### config.mk
export PLATFORM = sky130hd
export DESIGN_NAME = ole_cmp
export DESIGN_NICKNAME = d
export VERILOG_FILES = /design/src/rtl/ole_pkg.sv /design/src/rtl/ole_cmp.sv
export SDC_FILE = /design/constraint.sdc
export NUM_CORES = 1
export LEC_CHECK = 0
export ABC_AREA = 1
export BUFFER_PORTS_ARGS = -buffer_cell sky130_fd_sc_hd__buf_4
export CAP_MARGIN = 20
export CORE_MARGIN = 10
export CORE_UTILIZATION = 43
export DETAILED_ROUTE_END_ITERATION = 7
export GPL_TIMING_DRIVEN = 0
export PLACE_DENSITY = 0.94
export SLEW_MARGIN = 30
export SYNTH_ARGS = -nofsm -noshare
export SYNTH_HDL_FRONTEND = slang
export SYNTH_SLANG_ARGS = --single-unit
### constraint.sdc
create_clock -name vclk -period 1.4
set_input_delay 0.07 -clock vclk [all_inputs]
set_output_delay 0.07 -clock vclk [all_outputs]
set_load 0.01 [all_outputs]
### src/rtl/ole_pkg.sv
// ole_pkg: shared types and constants of the ordered list engine
// command and status codes, field widths, compare result type
// no dependencies
package ole_pkg;

  // field widths of one command beat and one result beat
  localparam int unsigned CMD_W    = 2;
  localparam int unsigned KEY_W    = 32;
  localparam int unsigned POS_W    = 8;
  localparam int unsigned INDEX_W  = 8;
  localparam int unsigned COUNT_W  = 9;
  localparam int unsigned STATUS_W = 2;

  localparam int unsigned DEFAULT_CAPACITY = 256;

  // command codes
  localparam logic [CMD_W-1:0] CMD_INSERT = 2'd0;
  localparam logic [CMD_W-1:0] CMD_SWAP   = 2'd1;
  localparam logic [CMD_W-1:0] CMD_FIND   = 2'd2;
  localparam logic [CMD_W-1:0] CMD_MIN    = 2'd3;

  // status codes
  localparam logic [STATUS_W-1:0] STAT_OK    = 2'd0;
  localparam logic [STATUS_W-1:0] STAT_FULL  = 2'd1;
  localparam logic [STATUS_W-1:0] STAT_RANGE = 2'd2;

  // result of the shared compare unit
  typedef struct packed {
    logic eq;
    logic lt;
  } cmp_res_t;

endpackage

### src/rtl/ole_cmp.sv
// ole_cmp: shared compare unit, equality and signed less-than of two entries
// depends on ole_pkg for the entry width and the result type
module ole_cmp (
  input  logic signed [ole_pkg::KEY_W-1:0] a_i,
  input  logic signed [ole_pkg::KEY_W-1:0] b_i,
  output ole_pkg::cmp_res_t                res_o
);

  always_comb begin
    res_o.eq = (a_i == b_i);
    res_o.lt = (a_i < b_i);
  end

endmodule

=== After elaboration in Yosys (flattened, before gate mapping) ===
Index checks and enable logic that the tools add are counted.

* Flip-flop bits (word level): 0
* Input bits: 64
* Logic and storage cells: 2

* $lt $le $gt $ge: 1
* Equal/unequal tests: 1

{| class="wikitable"
|+ Operators with widths
! operator !! count
|-
| $eq 32x32->1 || 1
|-
| $lt 32x32->1 || 1
|}

=== Logic depth before layout (Yosys ltp) ===
* Depth after elaboration: 1
* Mapped depth: 15
* Depth with buffers taken out: 15

=== Least setup slack after synthesis ===
OpenSTA, ideal clock, no wires.

* Path type: input -> output
* From: in b_i[31] (netlist bit)
* To: out res_o[0] (netlist bit)
* Data arrival time: 1.019 ns
* Setup slack: 0.311 ns
* Cell stages on the path: 8
* Cells stage by stage: inv_1 -> ha_1 -> a21oi_1 -> o21a_2 -> nand2_1 -> a21oi_2 -> nand3_1 -> nand2_1

{| class="wikitable"
|+ RTL lines
! what !! line !! RTL
|-
| start, declared || ole_cmp.sv:5 || <nowiki>input logic signed [ole_pkg::KEY_W-1:0] b_i,</nowiki>
|-
| end, declared || ole_cmp.sv:6 || <nowiki>output ole_pkg::cmp_res_t res_o</nowiki>
|}

==> impl_metrics.ini <==
[cells_and_area]
drive_gt1_share_pct = 54.5
design.seq.count = 0
insertedDiodeCount = 0
area_growth_pct = 95.2
fin_cells = 238
clockBufferCount = 0
seqCellArea_um2 = 0
finish.net_count = 309
fin_util_pct = 88.1

[yosys]
ys_types = 16
ys_seq_area_share_pct = 0
synth.most_common_cell = inv_1
synth_top_area_share_pct = 45.2
syn-cell-area_um2 = 886
synth.net_count = 240
yosysWarnings = 0
synthCells = 144
synth_common_cells = inv_1, nand2_1, ha_1
syn_avg_cell_area_um2 = 6.15
synth.largest_area_cell = ha_1
synthTopCellsByArea = ha_1, inv_1, nand2_1, a21oi_1, nor2_1

[setup_path]
path_class = input pin to output pin
path_cells = buf_4, inv_1, ha_1, nand2_1, nor2_1, nand2_2, nor2_1, nand2_1, nand2_1, nand2_1, nand2_1, buf_6
arrival_ns = 1.47
worst_setup_path_start_kind = input pin
worstPathMaxFanout = 3
endpoint_kind = output pin
slowest_stage = ha_1
crit_top_cell = nand2_1
cp.required_ns = 1.33
max_stage_delay_ns = 0.33

[status]
violations = setup timing
status = complete, but fails checks

[placed_design]
dp_hpwl_um = 2510
portBuffers = 66
routabilityCongestion = 0.740
dp.cells = 237

[die]
die_width_um = 65.4
rows = 16
die_height_um = 65.4
core_mm2 = 0.00196
io-pin-count = 66
die_area_mm2 = 0.00428
initial_core_util_pct = 45.2

[sta]
min_period_ns = 1.54
worst_pin_slew_ns = 0.177
slew_violations = 0
setup_viol = 1
rsz0062_at_grt = true
min_period_over_period_pct = 110
maxSlewHeadroom_pct = 88.1
fmax_ghz = 0.651
fin_ws_ns = -0.137
setup_tns_ns = -0.137
fin_hold_ws_ns = 0.681
hold_violations = 0

[drt]
via_count = 1238
totalWireLength_um = 4210
drc = 0
wl_per_cell_um = 17.7
drt_iter0_markers = 50
ant_nets = 0
drt-pass1-iter-count = 4
viasPerCell = 5.20

[global_routing]
grt_pass1_wl_um = 4230
grt_pass1_vias = 1080
grt_use_total_pct = 11.3
grt_max_degree = 5
antenna_found_initial = 0
overflow = 0

[min_path]
min_path_type = input pin to output pin

[pwr]
p_leak_uw = 0.000947
p_per_area_mw_per_mm2 = 312
finalPower_uw = 540
irDropWorstVdd_mv = 0.213

[clock_network]
cts_hold_buf = 0

[flow_run]
maxCapViolations = 0
[timing repair]
action,in CTS,in global routing
setup endpoints to repair,0,1
buffers inserted,0,1
resized for setup,0,62
[report_power, final]
| part | switching, uW | internal (uW) | leakage (uW) | total (uW) |
|---|---|---|---|---|
| clock | 0 | 0 | 0 | 0 |
| combinational | 246 | 294 | 0.000947 | 540 |
| sequential | 0 | 0 | 0 | 0 |
[cells in the final DEF, fill, tap and decap left out, drive strengths merged]
| cell type | count |
|---|---|
| a21o | 1 |
| a21oi | 13 |
| buf | 67 |
| ha | 32 |
| inv | 40 |
| nand2 | 36 |
| nand3 | 3 |
| nand4 | 3 |
| nor2 | 10 |
| nor3 | 3 |
| o21a | 1 |
| o21ai | 2 |
[final cells by class]
class	instances	area, um^2
inverters	40	163
repair buffers	67	548
fillers	101	233
multi-input cells	104	985
well taps	27	33.8
[per-layer routing]
layer | part of all wire (%) | global-route usage (%) | wire, um
met5 | 0 | 0 | 0
met4 | 5.3 | 0 | 223
met3 | 8.6 | 2.54 | 361
met2 | 53 | 23.7 | 2250
met1 | 33 | 11.6 | 1380
[worst max-delay path: cells and delay by family]
family                     cells  cell delay, ns
buffers and inverters          3            0.23
adders and majority gates      1            0.33
and+or+nand+nor                8            0.84
[logic make-up (layout without fill, tap and decap cells)]
group | Yosys count | count (layout) | share of synthesized area (%)
simple gates | 55 | 55 | 27.1
buf+inv | 40 | 107 | 16.9
compound gates | 17 | 17 | 10.7
fa+ha+maj | 32 | 32 | 45.2
[stage by stage]
stage	cell area, um^2	setup slack, ns
2_1_floorplan	886	0.311
3_3_place_gp	1420	0.0463
3_5_place_dp	1420	0.0268
4_1_cts	1420	0.0228
5_1_grt	1730	-0.265
6_report	1730	-0.137
[path summary, 6_finish.rpt]
check | endpoint | startpoint | cells past startpoint
setup / recovery | res_o[0] | b_i[27] | 12
hold / removal | res_o[1] | a_i[1] | 5
Power figures use the tool's default switching activity.
